--- src/rtl/asgr_pkg.sv ---
package asgr_pkg;

  localparam int MaxParamsDef = 8;
  localparam int ParamBitsDef = 16;

  localparam int CfgIdxW = 4;
  localparam logic [CfgIdxW-1:0] CfgDefFg = CfgIdxW'(0);
  localparam logic [CfgIdxW-1:0] CfgDefBg = CfgIdxW'(1);

  localparam logic [31:0] DefFgReset = 32'hFFFF_FFFF;
  localparam logic [31:0] DefBgReset = 32'h0000_0000;

  localparam logic [7:0] CharEsc  = 8'h1B;
  localparam logic [7:0] CharLbr  = 8'h5B;
  localparam logic [7:0] CharSemi = 8'h3B;
  localparam logic [7:0] CharM    = 8'h6D;
  localparam logic [7:0] CharZero = 8'h30;
  localparam logic [7:0] CharNine = 8'h39;

  localparam int SgrReset   = 0;
  localparam int SgrFgLo    = 30;
  localparam int SgrFgHi    = 37;
  localparam int SgrFgRgb   = 38;
  localparam int SgrBgRgb   = 48;
  localparam int SgrRgbMode = 2;
  localparam int RgbSkip    = 5;

  typedef enum logic [1:0] {
    ST_TEXT,
    ST_ESC,
    ST_CSI,
    ST_WALK
  } asgr_state_e;

  typedef struct packed {
    logic emit;
    logic clear_params;
    logic acc_digit;
    logic next_param;
    logic start_walk;
    logic walk_step;
  } asgr_cmd_t;

  typedef struct packed {
    logic is_esc;
    logic is_lbr;
    logic is_digit;
    logic is_semi;
    logic is_m;
    logic walk_last;
    logic out_busy;
  } asgr_sts_t;

  function automatic logic [31:0] basic_colour(input logic [2:0] sel);
    logic [31:0] c;
    case (sel)
      3'd0:    c = 32'hFF00_0000;
      3'd1:    c = 32'hFFFF_0000;
      3'd2:    c = 32'hFF00_FF00;
      3'd3:    c = 32'hFFFF_FF00;
      3'd4:    c = 32'hFF00_00FF;
      3'd5:    c = 32'hFFFF_00FF;
      3'd6:    c = 32'hFF00_FFFF;
      default: c = 32'hFFFF_FFFF;
    endcase
    return c;
  endfunction

endpackage

--- src/rtl/ansi_sgr_colour_parser_top.sv ---
// output: a text character other than ESC is registered and shows at the output in the cycle after it is taken
// throughput: one item a cycle, held while an output item waits unaccepted or a parameter walk runs
// the final 'm' of a colour sequence holds input for the walk, one walk step per parameter,
//   up to MAX_PARAMS, where a 38;2 or 48;2 group of five is one step
// the walk goes through a parameter shift line
// reset: asynchronous, active low; colours and defaults return to reset values
module ansi_sgr_colour_parser_top #(
  parameter int MAX_PARAMS = asgr_pkg::MaxParamsDef,
  parameter int PARAM_BITS = asgr_pkg::ParamBitsDef
) (
  input  logic                         clk_i,
  input  logic                         rst_ni,
  input  logic                         cfg_valid_i,
  output logic                         cfg_ready_o,
  input  logic [asgr_pkg::CfgIdxW-1:0] cfg_index_i,
  input  logic [31:0]                  cfg_data_i,
  input  logic                         in_valid_i,
  output logic                         in_ready_o,
  input  logic [7:0]                   char_code_i,
  output logic                         out_valid_o,
  input  logic                         out_ready_i,
  output logic [7:0]                   glyph_code_o,
  output logic [31:0]                  glyph_foreground_o,
  output logic [31:0]                  glyph_background_o
);

  asgr_pkg::asgr_cmd_t cmd;
  asgr_pkg::asgr_sts_t sts;

  assign cfg_ready_o = 1'b1;

  asgr_ctrl u_ctrl (
    .clk_i      (clk_i),
    .rst_ni     (rst_ni),
    .in_valid_i (in_valid_i),
    .in_ready_o (in_ready_o),
    .sts_i      (sts),
    .cmd_o      (cmd)
  );

  asgr_dp #(
    .MAX_PARAMS (MAX_PARAMS),
    .PARAM_BITS (PARAM_BITS)
  ) u_dp (
    .clk_i              (clk_i),
    .rst_ni             (rst_ni),
    .cfg_valid_i        (cfg_valid_i),
    .cfg_index_i        (cfg_index_i),
    .cfg_data_i         (cfg_data_i),
    .char_code_i        (char_code_i),
    .out_ready_i        (out_ready_i),
    .out_valid_o        (out_valid_o),
    .glyph_code_o       (glyph_code_o),
    .glyph_foreground_o (glyph_foreground_o),
    .glyph_background_o (glyph_background_o),
    .cmd_i              (cmd),
    .sts_o              (sts)
  );

  a_no_take_when_full: assert property (@(posedge clk_i) disable iff (!rst_ni)
    in_ready_o |-> !(out_valid_o && !out_ready_i))
    else $error("item taken while output is stalled");

  a_emit_shows: assert property (@(posedge clk_i) disable iff (!rst_ni)
    cmd.emit |=> out_valid_o)
    else $error("emitted item missing at output");

  a_walk_blocks: assert property (@(posedge clk_i) disable iff (!rst_ni)
    cmd.start_walk |=> !in_ready_o)
    else $error("input taken during parameter walk");

  a_param_needs_item: assert property (@(posedge clk_i) disable iff (!rst_ni)
    (cmd.acc_digit || cmd.next_param || cmd.clear_params) |-> (in_valid_i && in_ready_o))
    else $error("parameter update without an item");

endmodule

--- src/rtl/asgr_ctrl.sv ---
module asgr_ctrl (
  input  logic                clk_i,
  input  logic                rst_ni,
  input  logic                in_valid_i,
  output logic                in_ready_o,
  input  asgr_pkg::asgr_sts_t sts_i,
  output asgr_pkg::asgr_cmd_t cmd_o
);

  asgr_pkg::asgr_state_e state_q, state_d;
  logic accept;

  assign in_ready_o = (state_q != asgr_pkg::ST_WALK) && !sts_i.out_busy;
  assign accept     = in_valid_i && in_ready_o;

  always_ff @(posedge clk_i or negedge rst_ni) begin
    if (!rst_ni) begin
      state_q <= asgr_pkg::ST_TEXT;
    end else begin
      state_q <= state_d;
    end
  end

  always_comb begin
    state_d = state_q;
    case (state_q)
      asgr_pkg::ST_TEXT: begin
        if (accept && sts_i.is_esc) state_d = asgr_pkg::ST_ESC;
      end
      asgr_pkg::ST_ESC: begin
        if (accept) state_d = sts_i.is_lbr ? asgr_pkg::ST_CSI : asgr_pkg::ST_TEXT;
      end
      asgr_pkg::ST_CSI: begin
        if (accept && !sts_i.is_digit && !sts_i.is_semi) begin
          state_d = sts_i.is_m ? asgr_pkg::ST_WALK : asgr_pkg::ST_TEXT;
        end
      end
      asgr_pkg::ST_WALK: begin
        if (sts_i.walk_last) state_d = asgr_pkg::ST_TEXT;
      end
      default: state_d = asgr_pkg::ST_TEXT;
    endcase
  end

  always_comb begin
    cmd_o = '0;
    case (state_q)
      asgr_pkg::ST_TEXT: begin
        cmd_o.emit = accept && !sts_i.is_esc;
      end
      asgr_pkg::ST_ESC: begin
        cmd_o.clear_params = accept && sts_i.is_lbr;
      end
      asgr_pkg::ST_CSI: begin
        cmd_o.acc_digit  = accept && sts_i.is_digit;
        cmd_o.next_param = accept && sts_i.is_semi;
        cmd_o.start_walk = accept && sts_i.is_m;
      end
      asgr_pkg::ST_WALK: begin
        cmd_o.walk_step = 1'b1;
      end
      default: cmd_o = '0;
    endcase
  end

endmodule

--- src/rtl/asgr_dp.sv ---
module asgr_dp #(
  parameter int MAX_PARAMS = asgr_pkg::MaxParamsDef,
  parameter int PARAM_BITS = asgr_pkg::ParamBitsDef
) (
  input  logic                         clk_i,
  input  logic                         rst_ni,
  input  logic                         cfg_valid_i,
  input  logic [asgr_pkg::CfgIdxW-1:0] cfg_index_i,
  input  logic [31:0]                  cfg_data_i,
  input  logic [7:0]                   char_code_i,
  input  logic                         out_ready_i,
  output logic                         out_valid_o,
  output logic [7:0]                   glyph_code_o,
  output logic [31:0]                  glyph_foreground_o,
  output logic [31:0]                  glyph_background_o,
  input  asgr_pkg::asgr_cmd_t          cmd_i,
  output asgr_pkg::asgr_sts_t          sts_o
);

  localparam int IdxW = $clog2(MAX_PARAMS);
  localparam int CntW = $clog2(MAX_PARAMS + 1);
  localparam int AccW = PARAM_BITS + 4;

  logic [31:0] def_fg_q, def_bg_q, cur_fg_q, cur_fg_d, cur_bg_q, cur_bg_d;
  logic [PARAM_BITS-1:0] par_q [MAX_PARAMS];
  logic [PARAM_BITS-1:0] par_d [MAX_PARAMS];
  logic [IdxW-1:0] idx_q, idx_d;
  logic [CntW-1:0] cnt_q, cnt_d;
  logic out_valid_q;
  logic [7:0]  code_q;
  logic [31:0] ofg_q, obg_q;

  logic [AccW-1:0] acc_wide;
  logic [PARAM_BITS-1:0] acc_sat, head;
  logic is_rgb_fg, is_rgb_bg, is_rgb;
  logic [CntW-1:0] step;

  // character decode
  assign sts_o.is_esc   = (char_code_i == asgr_pkg::CharEsc);
  assign sts_o.is_lbr   = (char_code_i == asgr_pkg::CharLbr);
  assign sts_o.is_semi  = (char_code_i == asgr_pkg::CharSemi);
  assign sts_o.is_m     = (char_code_i == asgr_pkg::CharM);
  assign sts_o.is_digit = (char_code_i >= asgr_pkg::CharZero) &&
                          (char_code_i <= asgr_pkg::CharNine);
  assign sts_o.out_busy = out_valid_q && !out_ready_i;

  // saturating decimal accumulate
  assign acc_wide = ({4'b0, par_q[idx_q]} << 3) + ({4'b0, par_q[idx_q]} << 1) +
                    AccW'(char_code_i[3:0]);
  assign acc_sat  = (acc_wide > {4'b0, {PARAM_BITS{1'b1}}}) ? {PARAM_BITS{1'b1}} :
                    acc_wide[PARAM_BITS-1:0];

  // walk head of the parameter shift line
  assign head      = par_q[0];
  assign is_rgb_fg = (head == PARAM_BITS'(asgr_pkg::SgrFgRgb)) &&
                     (par_q[1] == PARAM_BITS'(asgr_pkg::SgrRgbMode));
  assign is_rgb_bg = (head == PARAM_BITS'(asgr_pkg::SgrBgRgb)) &&
                     (par_q[1] == PARAM_BITS'(asgr_pkg::SgrRgbMode));
  assign is_rgb    = is_rgb_fg || is_rgb_bg;
  assign step      = is_rgb ? CntW'(asgr_pkg::RgbSkip) : CntW'(1);
  assign sts_o.walk_last = (cnt_q <= step);

  always_comb begin
    par_d    = par_q;
    idx_d    = idx_q;
    cnt_d    = cnt_q;
    cur_fg_d = cur_fg_q;
    cur_bg_d = cur_bg_q;
    if (cmd_i.clear_params) begin
      for (int j = 0; j < MAX_PARAMS; j++) par_d[j] = '0;
      idx_d = '0;
    end
    if (cmd_i.acc_digit) par_d[idx_q] = acc_sat;
    if (cmd_i.next_param && (idx_q < IdxW'(MAX_PARAMS - 1))) idx_d = idx_q + IdxW'(1);
    if (cmd_i.start_walk) cnt_d = CntW'(idx_q) + CntW'(1);
    if (cmd_i.walk_step) begin
      cnt_d = cnt_q - step;
      if (head == PARAM_BITS'(asgr_pkg::SgrReset)) begin
        cur_fg_d = def_fg_q;
        cur_bg_d = def_bg_q;
      end else if ((head >= PARAM_BITS'(asgr_pkg::SgrFgLo)) &&
                   (head <= PARAM_BITS'(asgr_pkg::SgrFgHi))) begin
        cur_fg_d = asgr_pkg::basic_colour(3'(head - PARAM_BITS'(asgr_pkg::SgrFgLo)));
      end else if (is_rgb_fg) begin
        cur_fg_d = {8'h00, par_q[2][7:0], par_q[3][7:0], par_q[4][7:0]};
      end else if (is_rgb_bg) begin
        cur_bg_d = {8'h00, par_q[2][7:0], par_q[3][7:0], par_q[4][7:0]};
      end
      // shift the line, zeros fill in from the far end
      if (is_rgb) begin
        for (int j = 0; j < MAX_PARAMS; j++) begin
          par_d[j] = (j + asgr_pkg::RgbSkip < MAX_PARAMS) ?
                     par_q[(j + asgr_pkg::RgbSkip) % MAX_PARAMS] : '0;
        end
      end else begin
        for (int j = 0; j < MAX_PARAMS; j++) begin
          par_d[j] = (j + 1 < MAX_PARAMS) ? par_q[(j + 1) % MAX_PARAMS] : '0;
        end
      end
    end
  end

  always_ff @(posedge clk_i or negedge rst_ni) begin
    if (!rst_ni) begin
      def_fg_q    <= asgr_pkg::DefFgReset;
      def_bg_q    <= asgr_pkg::DefBgReset;
      cur_fg_q    <= asgr_pkg::DefFgReset;
      cur_bg_q    <= asgr_pkg::DefBgReset;
      idx_q       <= '0;
      cnt_q       <= '0;
      out_valid_q <= 1'b0;
      for (int j = 0; j < MAX_PARAMS; j++) par_q[j] <= '0;
    end else begin
      if (cfg_valid_i && (cfg_index_i == asgr_pkg::CfgDefFg)) def_fg_q <= cfg_data_i;
      if (cfg_valid_i && (cfg_index_i == asgr_pkg::CfgDefBg)) def_bg_q <= cfg_data_i;
      cur_fg_q <= cur_fg_d;
      cur_bg_q <= cur_bg_d;
      idx_q    <= idx_d;
      cnt_q    <= cnt_d;
      par_q    <= par_d;
      if (cmd_i.emit) begin
        out_valid_q <= 1'b1;
      end else if (out_ready_i) begin
        out_valid_q <= 1'b0;
      end
    end
  end

  always_ff @(posedge clk_i) begin
    if (cmd_i.emit) begin
      code_q <= char_code_i;
      ofg_q  <= cur_fg_q;
      obg_q  <= cur_bg_q;
    end
  end

  assign out_valid_o        = out_valid_q;
  assign glyph_code_o       = code_q;
  assign glyph_foreground_o = ofg_q;
  assign glyph_background_o = obg_q;

endmodule
--- config.mk ---
export PLATFORM = sky130hd
export DESIGN_NAME = ansi_sgr_colour_parser_top
export DESIGN_NICKNAME = d
export VERILOG_FILES = /design/src/rtl/asgr_pkg.sv /design/src/rtl/ansi_sgr_colour_parser_top.sv /design/src/rtl/asgr_ctrl.sv /design/src/rtl/asgr_dp.sv
export SDC_FILE = /design/constraint.sdc
export NUM_CORES = 1
export LEC_CHECK = 0
export ABC_AREA = 1
export BUFFER_PORTS_ARGS = -buffer_cell sky130_fd_sc_hd__buf_2
export CAP_MARGIN = 20
export CORE_ASPECT_RATIO = 1.25
export CORE_MARGIN = 5
export CORE_UTILIZATION = 40
export DETAILED_ROUTE_END_ITERATION = 10
export PLACE_DENSITY = 0.58
export SLEW_MARGIN = 20
export SYNTH_ARGS = -nofsm -noshare
export SYNTH_HDL_FRONTEND = slang
export SYNTH_SLANG_ARGS = --single-unit
--- constraint.sdc ---
create_clock -name clk_i -period 5.9 [get_ports clk_i]
set_clock_uncertainty 0.2 [all_clocks]
set_input_delay 1.18 -clock clk_i [delete_from_list [all_inputs] [get_ports clk_i]]
set_output_delay 1.18 -clock clk_i [all_outputs]
set_load 0.01 [all_outputs]
* After elaboration in Yosys (flattened, before gate mapping)
Cells that the tools add are included.
W data, S select, Z words.
** Storage, ports and cells
- Bits in registers :: 338
- Output and inout port bits :: 75
- Input bits :: 49
** Operators by class
- Mux-type cells :: 37
- Equal/unequal tests :: 24
- Bitwise operators :: 1
- Magnitude comparators :: 9
- Reduce and logical (&&, ||, !) cells :: 37
- $add $sub $neg :: 6
** Operators by type and width (number)
- $mux W128 :: 4
- $mux W32 :: 7
- $pmux W24 S7 :: 1
- $bwmux W128 :: 1
- $mux W16 :: 4
- $bmux W16 S3 :: 1
- $demux W16 S3 :: 1
- $eq A16 B6 Y1 const B :: 2
- $add A19 B17 Y20 :: 1
- $add A20 B4 Y20 :: 1
- $gt A20 B16 Y1 const B :: 1
- $logic_and A1 B1 Y1 :: 19
- $eq A16 B2 Y1 const B :: 1
- $eq A8 B7 Y1 const B :: 2
- $ge A16 B5 Y1 const B :: 1
- $le A16 B6 Y1 const B :: 1
- $logic_not A16 Y1 :: 1
- $mux W2 :: 6
- $mux W3 :: 4
- $eq A3 B3 Y1 const B :: 3
- $eq A8 B5 Y1 const B :: 1
- $eq A8 B6 Y1 const B :: 1
- $ge A8 B6 Y1 const B :: 1
- $le A8 B6 Y1 const B :: 1
- other kinds (28) :: 48

* Logic depth before layout (Yosys ltp)
Gate-level depths: netlist (run 1).
- Depth after elaboration :: 11
- Gate-level depth with buffers :: 24
- Depth with buffers taken out :: 22

* Modules after synthesis
A second synthesis (run 1) with hierarchy kept.
** Unflattened totals
- Cell total of the unflattened synthesis :: 2164
- Area total of the unflattened synthesis :: 17685.7 sq um
** By module, submodules not included
- asgr_dp :: area each 17455.5 sq um, times used 1, cells an instance 2126
- asgr_ctrl :: area each 219.0 sq um, times used 1, cells an instance 36
- ansi_sgr_colour_parser_top :: area each 11.3 sq um, times used 1, cells an instance 2

* Worst setup path after synthesis (run 1)
Ideal clock, no wire load.
- Path kind :: input port to flip-flop
- Start :: input char_code_i[2]
- End :: register u_dp.obg_q[0] (netlist: u_dp.glyph_background_o[0]), enable pin
- Stages :: 8
- Path buffers :: 0
- Arrival :: 4629 ps
- Library setup time :: 502 ps
- Slack :: 569 ps
- Path through :: inv_1 -> nand2_1 -> nor2_1 -> nand2_1 -> nor2_1 -> nand2_1 -> nand2_1 -> nor2_1
** RTL lines
- from (decl) :: RTL line ansi_sgr_colour_parser_top.sv:19 : input logic [7:0] char_code_i,
- to (signal assigned) :: RTL line asgr_dp.sv:133 : obg_q <= cur_bg_q;
- to (decl) :: RTL line asgr_dp.sv:31 : logic [31:0] ofg_q, obg_q;

==> impl_metrics.json, run 1 <==
{
  "die_w_um": 200,
  "port_buffers": 122,
  "clk_pin_slew_worst_paths_ns": 0.06,
  "antenna_found_initial": 0,
  "grt_max_degree": 101,
  "cts_sinks": 338,
  "seqPwrFrac_pct": 36.6,
  "r2r-start": "u_dp.idx_q[1]",
  "pre_cts_ws_ns": 0.918,
  "p_int_w": 0.00626,
  "start_util_pct": 40.2,
  "rsz0062_at_grt": "false",
  "worst_pin_slew_ns": 0.959,
  "dieHeight_um": 247,
  "grt_pass1_wl_um": 86400,
  "num_vias": 15729,
  "setup_slack_ns": 0.845,
  "grtUsageTotal_pct": 22.0,
  "timing.final.crit_share_pct": 85.7,
  "num_rows": 87,
  "p_sw_share_pct": 42.4,
  "syn_nets": 2344,
  "dpl.hpwl_um": 36200,
  "seqCellArea_mm2": 0.00890,
  "wl_um": 55100,
  "whs_path_depth": 0,
  "regToRegSetupSlack_ns": 0.84,
  "final_nets": 2415,
  "worstSetupPathType": "register to register",
  "numCtsBuffers": 38,
  "maxCapViolCount": 0,
  "p_clk_share_pct": 22.0,
  "die_area_mm2": 0.0494,
  "clock-root-buffer": "clkbuf_16",
  "p_leak_nw": 9.62,
  "period_needed_ns": 5.06,
  "drcViolationCount": 0,
  "ys_seq_area_share_pct": 49.4,
  "async_flop_share_pct": 78.7,
  "hp-class": "register to register",
  "ys_types": 51,
  "final_cells": 2935,
  "max_freq_ghz": 0.198,
  "multiInputGateArea_mm2": 0.00770,
  "core_region_area_mm2": 0.0448,
  "area_growth_pct": 13.2,
  "drt-initial-drc-count": 1202,
  "status": "completed",
  "arrival_ns": 5.27,
  "slew_headroom_pct": 36.0,
  "viasPerCell": 5.36,
  "antenna_left": 0,
  "fill_cells": 4427,
  "yosys_warnings": 0,
  "ios": 124,
  "post_cts_buffers": 0,
  "dr.pass1.iters": 6,
  "grt_pass1_vias": 15235,
  "p_per_area_mw_per_mm2": 532,
  "dp.cells": 2867,
  "drv_slew": 0,
  "antennaDiodeCount": 0,
  "avgSynthCellArea_um2": 7.98,
  "ir_drop_uv": 341,
  "hold_slack_ns": 0.252,
  "crit_path_end_kind": "register",
  "crit_path_start_kind": "register",
  "wl_per_cell_um": 18.8,
  "insertion_delay_ns": 0.54,
  "crit_fanout": 11,
  "rr_endpoint": "u_dp.head[15]",
  "synth_area_mm2": 0.0180,
  "min_from": "u_dp.cur_bg_q[13]",
  "synth-edff-count": 72,
  "cts_tree": "built",
  "synth_seq_cells": 338,
  "critical_path_required_ns": 6.12,
  "cts-htree-levels": 2,
  "reg2reg_depth": 23,
  "hold_buffers": 0,
  "net-switching-power_w": 0.00460,
  "gp_congestion": 0.922,
  "setup_viol": 0,
  "fin_tns_setup_ns": 0,
  "hold_viol": 0,
  "synth_cells": 2258,
  "cts_resized": 0,
  "yosys_most_used_dff": "dfrtp_1",
  "min_delay_worst_endpoint": "u_dp.glyph_background_o[13]",
  "clockBufferDepth": 3,
  "grt.overflow.total": 0,
  "p_comb_share_pct": 41.4,
  "drive_above_1_share_pct": 14.1
}
metrics by stage:
step | instance area [um2] | utilization [%] | total power, W
2_1_floorplan | 18000 | - | 0.00708
3_3_place_gp | 19100 | 42.6 | 0.00840
3_5_place_dp | 19100 | 42.6 | 0.00848
4_1_cts | 20400 | 45.5 | 0.0109
5_1_grt | 20400 | 45.5 | 0.0116
6_report | 20400 | 45.5 | 0.0109
area by class of cell:
type,instances,area share (%)
sequential,338,43.6
multi-input combinational,1564,37.8
clock buffer,58,5.77
timing repair buffer,159,4.59
inverter,228,4.24
tap,578,3.54
clock inverter,10,0.484
synthesized netlist by cell type, types with 2 or more instances:
cell	number	share of area [%]
nand2_1	674	14
inv_1	215	4.5
dfrtp_1	202	28
a21oi_1	169	4.7
o21ai_0	161	4.5
nor2_1	155	3.2
o21ai_1	96	2.7
nand3_1	94	2.6
edfxtp_1	72	12
clkbuf_1	64	1.3
dfstp_2	64	9.3
buf_2	45	1.2
ha_1	35	2.4
a31oi_1	24	0.83
nor3_1	19	0.53
o22ai_1	18	0.62
a221oi_1	16	0.78
nand4_1	15	0.52
nand4_4	13	1.5
a22oi_1	11	0.46
buf_1	11	0.23
o2111ai_1	10	0.49
inv_2	9	0.19
xnor2_1	8	0.39
nor4_1	5	0.17
nand2_2	4	0.14
nor2_4	4	0.25
o21bai_1	4	0.17
a21boi_0	3	0.12
buf_4	3	0.12
buf_6	3	0.19
nand2_4	3	0.19
nor3_2	3	0.17
buf_8	2	0.17
clkinv_1	2	0.042
fa_1	2	0.22
inv_4	2	0.069
o211ai_1	2	0.083
o21a_1	2	0.083
or2_2	2	0.069
xor2_1	2	0.097
logic make-up (layout without fill, tap and decap cells):
group / Yosys count / in the layout / synth area share, %
flip-flops: 338 / 338 / 49.4
AO/OA/AOI/OAI: 518 / 518 / 15.6
AND/OR/NAND/NOR: 998 / 998 / 23.8
other: 1 / 1 / 0.0208
buffers and inverters: 356 / 455 / 8.07
XOR/XNOR: 10 / 10 / 0.486
adder cells (fa/ha/maj): 37 / 37 / 2.65
metal layers:
layer  vias up  wire, um  GRT usage [%]
met3       137      3080           2.78
met1      7447     22400           27.7
met5         -         0              0
met4         0      2340           9.37
li1       7585         -              -
met2       560     27400           38.0
how the worst max path moves through the flow:
stage / start / to / slack, ns / cells after the start
2_1_floorplan: char_code_i[2] / u_dp.glyph_background_o[0] / 0.57 / 8
5_1_grt: u_dp.idx_q[1] / u_dp.head[15] / 0.54 / 23
3_3_place_gp: u_dp.idx_q[1] / u_dp.par_q[87] / 0.98 / 24
6_report: u_dp.idx_q[1] / u_dp.head[15] / 0.84 / 23
4_1_cts: u_dp.idx_q[1] / u_dp.par_q[91] / 0.90 / 24
3_5_place_dp: u_dp.idx_q[1] / u_dp.head[15] / 0.92 / 23
state kept, by name, summed over array words and instances, names as in the netlist:
register,flops
u_dp.head,16
u_dp.def_bg_q,32
u_dp.out_valid_o,1
u_dp.par_q,112
u_dp.def_fg_q,32
u_dp.idx_q,3
u_dp.glyph_foreground_o,32
u_dp.cnt_q,4
u_dp.cur_bg_q,32
u_ctrl.state_q,2
u_dp.glyph_code_o,8
u_dp.glyph_background_o,32
u_dp.cur_fg_q,32
power by group through the flow:
stage          clock [W]  sequential, W  combinational, W
2_1_floorplan          0        0.00386           0.00322
6_report         0.00239        0.00397           0.00450
3_5_place_dp           0        0.00400           0.00448
3_3_place_gp           0        0.00398           0.00442
5_1_grt          0.00254        0.00406           0.00503
4_1_cts          0.00245        0.00397           0.00451
critical path, cell delays in order (launching register included):
cell and delay, ns:
dfrtp_1 0.51, inv_1 0.17, nand3_1 0.39, buf_4 0.28
inv_1 0.10, nand2_1 0.07, o21ai_0 0.09, a221oi_1 0.23
o2111ai_1 0.21, ha_1 0.32, ha_1 0.25, fa_1 0.41
nand2_1 0.08, nand3_1 0.09, nand3_1 0.09, nand2_1 0.10
nand2_1 0.10, nand2_1 0.06, nand2_1 0.06, nand2_1 0.08
inv_4 0.23, nand4_1 0.44, o21ai_0 0.31, nand2_1 0.07
cells in the final DEF (no fill, tap or decap), types with 15 or more instances in the layout:
master | netlist | layout
inv_1 | 215 | 215
nand3_1 | 94 | 93
buf_4 | 3 | 34
dfstp_2 | 64 | 64
nor2_1 | 155 | 154
edfxtp_1 | 72 | 72
a221oi_1 | 16 | 16
o21ai_0 | 161 | 161
a31oi_1 | 24 | 24
o21ai_1 | 96 | 96
ha_1 | 35 | 35
nor3_1 | 19 | 19
o22ai_1 | 18 | 18
clkbuf_16 | 0 | 39
buf_2 | 45 | 121
a21oi_1 | 169 | 168
nand2_1 | 674 | 672
nand4_1 | 15 | 15
dfrtp_1 | 202 | 202
(Power assumes the default switching activity.)
==> inputs of run 2 (changes only) <==
--- a/config.mk
+++ b/config.mk
@@ -5,7 +5,6 @@
 export SDC_FILE = /design/constraint.sdc
 export NUM_CORES = 1
 export LEC_CHECK = 0
-export ABC_AREA = 1
 export BUFFER_PORTS_ARGS = -buffer_cell sky130_fd_sc_hd__buf_2
 export CAP_MARGIN = 20
 export CORE_ASPECT_RATIO = 1.25
==> run 2 against run 1 <==
  * Design area down 8.8%
  * Maximum frequency down 4.6%
  * Area after synthesis down 9.9%
==> impl_metrics.json, run 2 <==
{
  "status": "completed",
  "ys_seq_area_share_pct": 54.8,
  "numCtsBuffers": 34,
  "synth_cells": 1428,
  "drt-initial-drc-count": 864,
  "crit_path_end_kind": "register",
  "setup_viol": 0,
  "path_common_cell": "fa_1",
  "synth_mux_area_share_pct": 10.7,
  "cts_resized": 0,
  "yosys_warnings": 0,
  "crit_path_start_kind": "register",
  "largest_register_ffs": 112,
  "synth_area_mm2": 0.0162,
  "synth-simple-area-share_pct": 9.54,
  "drv_slew": 0,
  "synth_xor_area_share_pct": 0.809,
  "core_region_area_mm2": 0.0401,
  "synth-edff-count": 72,
  "antenna_found_initial": 0,
  "clk_pin_slew_worst_paths_ns": 0.06,
  "cts_sinks": 338,
  "drcViolationCount": 0,
  "clock-root-buffer": "clkbuf_16",
  "max_freq_ghz": 0.189,
  "synth_top_family_by_area": "compound AO/OA/AOI/OAI gates",
  "synth_top_area_share_pct": 31.1,
  "rsz0062_at_grt": "false",
  "synth_common_cells": "dfrtp_1 (202), o21ai_0 (118), nand2_1 (112), o21ai_1 (95), mux2_2 (83)",
  "synth_seq_cells": 338,
  "wl_per_cell_um": 22.7,
  "period_needed_ns": 5.30,
  "port_buffers": 122,
  "clockBufferDepth": 3,
  "hp-class": "register to register",
  "fin_tns_setup_ns": 0,
  "grt.overflow.total": 0,
  "num_rows": 82,
  "regToRegSetupSlack_ns": 0.60,
  "min_delay_worst_endpoint": "u_dp.glyph_background_o[23]",
  "insertion_delay_ns": 0.53,
  "start_util_pct": 40.5,
  "grt_pass1_vias": 12210,
  "drive_above_1_share_pct": 25.7,
  "path_cells": "buf_4 -> and2_1 -> a22o_1 -> a221o_1 -> fa_1 -> fa_1 -> a211oi_2 -> o211ai_2 -> a2111o_1 -> nand3_1 -> o211ai_4 -> buf_16 -> nor3_2 -> o21ai_0",
  "yosys.area_share.adder_pct": 2.94,
  "avgSynthCellArea_um2": 11.4,
  "grt_pass1_wl_um": 73900,
  "ys_types": 74,
  "area_growth_pct": 14.7,
  "power.total_w": 0.00688,
  "ios": 124,
  "dpl.hpwl_um": 32000,
  "async_flop_share_pct": 78.7,
  "synth_compound_area_share_pct": 18.3,
  "cts_tree": "built",
  "grtUsageTotal_pct": 20.8,
  "r2r-start": "u_dp.idx_q[2]",
  "grt_max_degree": 126,
  "final_nets": 1609,
  "arrival_ns": 5.47,
  "synth.largest_area_cell": "dfrtp_1",
  "seqCellArea_mm2": 0.00890,
  "final_cells": 2092,
  "yosysMostFrequentCell": "dfrtp_1",
  "antenna_left": 0,
  "slew_headroom_pct": 29.8,
  "fill_cells": 3724,
  "cts-htree-levels": 2,
  "viasPerCell": 5.77,
  "synth_area_leaders": "dfrtp_1 (31%), edfxtp_1 (13%), dfstp_2 (10%)",
  "max_stage_delay_ns": 0.55,
  "reg2reg_depth": 14,
  "hold_buffers": 0,
  "dp.cells": 2032,
  "whs_path_depth": 0,
  "wl_um": 47500,
  "antennaDiodeCount": 0,
  "die_area_mm2": 0.0447,
  "timing.final.crit_share_pct": 89.8,
  "final_common_cell": "dfrtp_1",
  "hold_slack_ns": 0.244,
  "most-common-layout-cells": "dfrtp_1 (201), buf_2 (121), o21ai_0 (117), nand2_1 (112), o21ai_1 (95)",
  "num_vias": 12076,
  "top_register": "u_dp.par_q",
  "crit_path_start": "u_dp.idx_q[2]",
  "die_w_um": 190,
  "syn_nets": 1514,
  "worstSetupPathType": "register to register",
  "critical_path_required_ns": 6.07,
  "yosys_most_used_dff": "dfrtp_1",
  "worst_pin_slew_ns": 1.05,
  "dr.pass1.iters": 5,
  "dieHeight_um": 235,
  "p_leak_nw": 7.66,
  "p_per_area_mw_per_mm2": 369,
  "post_cts_buffers": 0,
  "crit_slowest_cell": "dfrtp_1",
  "maxCapViolCount": 0,
  "gp_congestion": 0.971,
  "crit_fanout": 22,
  "rr_endpoint": "u_dp.par_q[72]",
  "ir_drop_uv": 191,
  "min_from": "u_dp.cur_bg_q[23]",
  "hold_viol": 0,
  "multiInputGateArea_mm2": 0.00696
}
## run 2: changes by cell type in the layout (fill, tap and decap cells not counted), moves of 65 or more
cell,before,now
a21oi_1,168,77
a22oi_1,11,79
inv_1,215,9
mux2_2,0,83
mux2i_1,0,65
nand2_1,672,112
nor2_1,154,61
## run 2: per-layer routing
layer	wire (um)	track usage, %	vias to the layer above
li1	-	-	5568
met1	19000	26.1	6019
met2	23900	35.7	374
met3	2260	2.64	115
met4	2330	9.84	0
met5	0	0	-
## run 2: cells by family after synthesis
logic type      Yosys count
xor+xnor                 15
fa+ha+maj                37
buf+inv                 108
other cells               1
mux                     155
compound gates          473
simple gates            301
flops                   338
## run 2: cell type report
type	instances	area share, %
Clock inverter	12	0.880
Multi-Input combinational cell	982	37.4
Clock buffer	47	5.16
Tap cell	546	3.67
Inverter	10	0.202
Timing Repair Buffer	157	4.92
Sequential cell	338	47.8
## run 2: power breakdown
| part | internal (W) | total [W] | switching [W] |
|---|---|---|---|
| clock network | 0.00131 | 0.00222 | 0.000906 |
| logic | 0.000483 | 0.00146 | 0.000977 |
| registers | 0.00299 | 0.00320 | 0.000204 |
| total | 0.00479 | 0.00688 | 0.00209 |
## run 2: worst max-delay path: cells and delay by family, from the launching register on
family                   cells  cell delay, ns
AND/OR/NAND/NOR              3            0.82
flip-flops                   1            0.55
buffers and inverters        2            0.56
adder cells (fa/ha/maj)      2            1.03
AO/OA/AOI/OAI                7            1.96
## run 2: stage by stage
| step | utilization [%] | instance area, um2 | setup slack [ns] |
|---|---|---|---|
| 4_1_cts | 46.3 | 18600 | 0.572 |
| 6_report | 46.4 | 18600 | 0.600 |
| 2_1_floorplan | - | 16200 | 0.307 |
| 5_1_grt | 46.4 | 18600 | 0.323 |
| 3_5_place_dp | 43.5 | 17500 | 0.593 |
| 3_3_place_gp | 43.5 | 17500 | 0.755 |
## run 2: worst max path at each step
stage                                       endpoint  cells past startpoint
after floorplan           u_dp.glyph_background_o[0]                      4
after global placement                 u_dp.par_q[8]                     13
after detailed placement              u_dp.par_q[72]                     13
after CTS                             u_dp.par_q[72]                     15
after global routing                  u_dp.par_q[72]                     15
final                                 u_dp.par_q[72]                     14
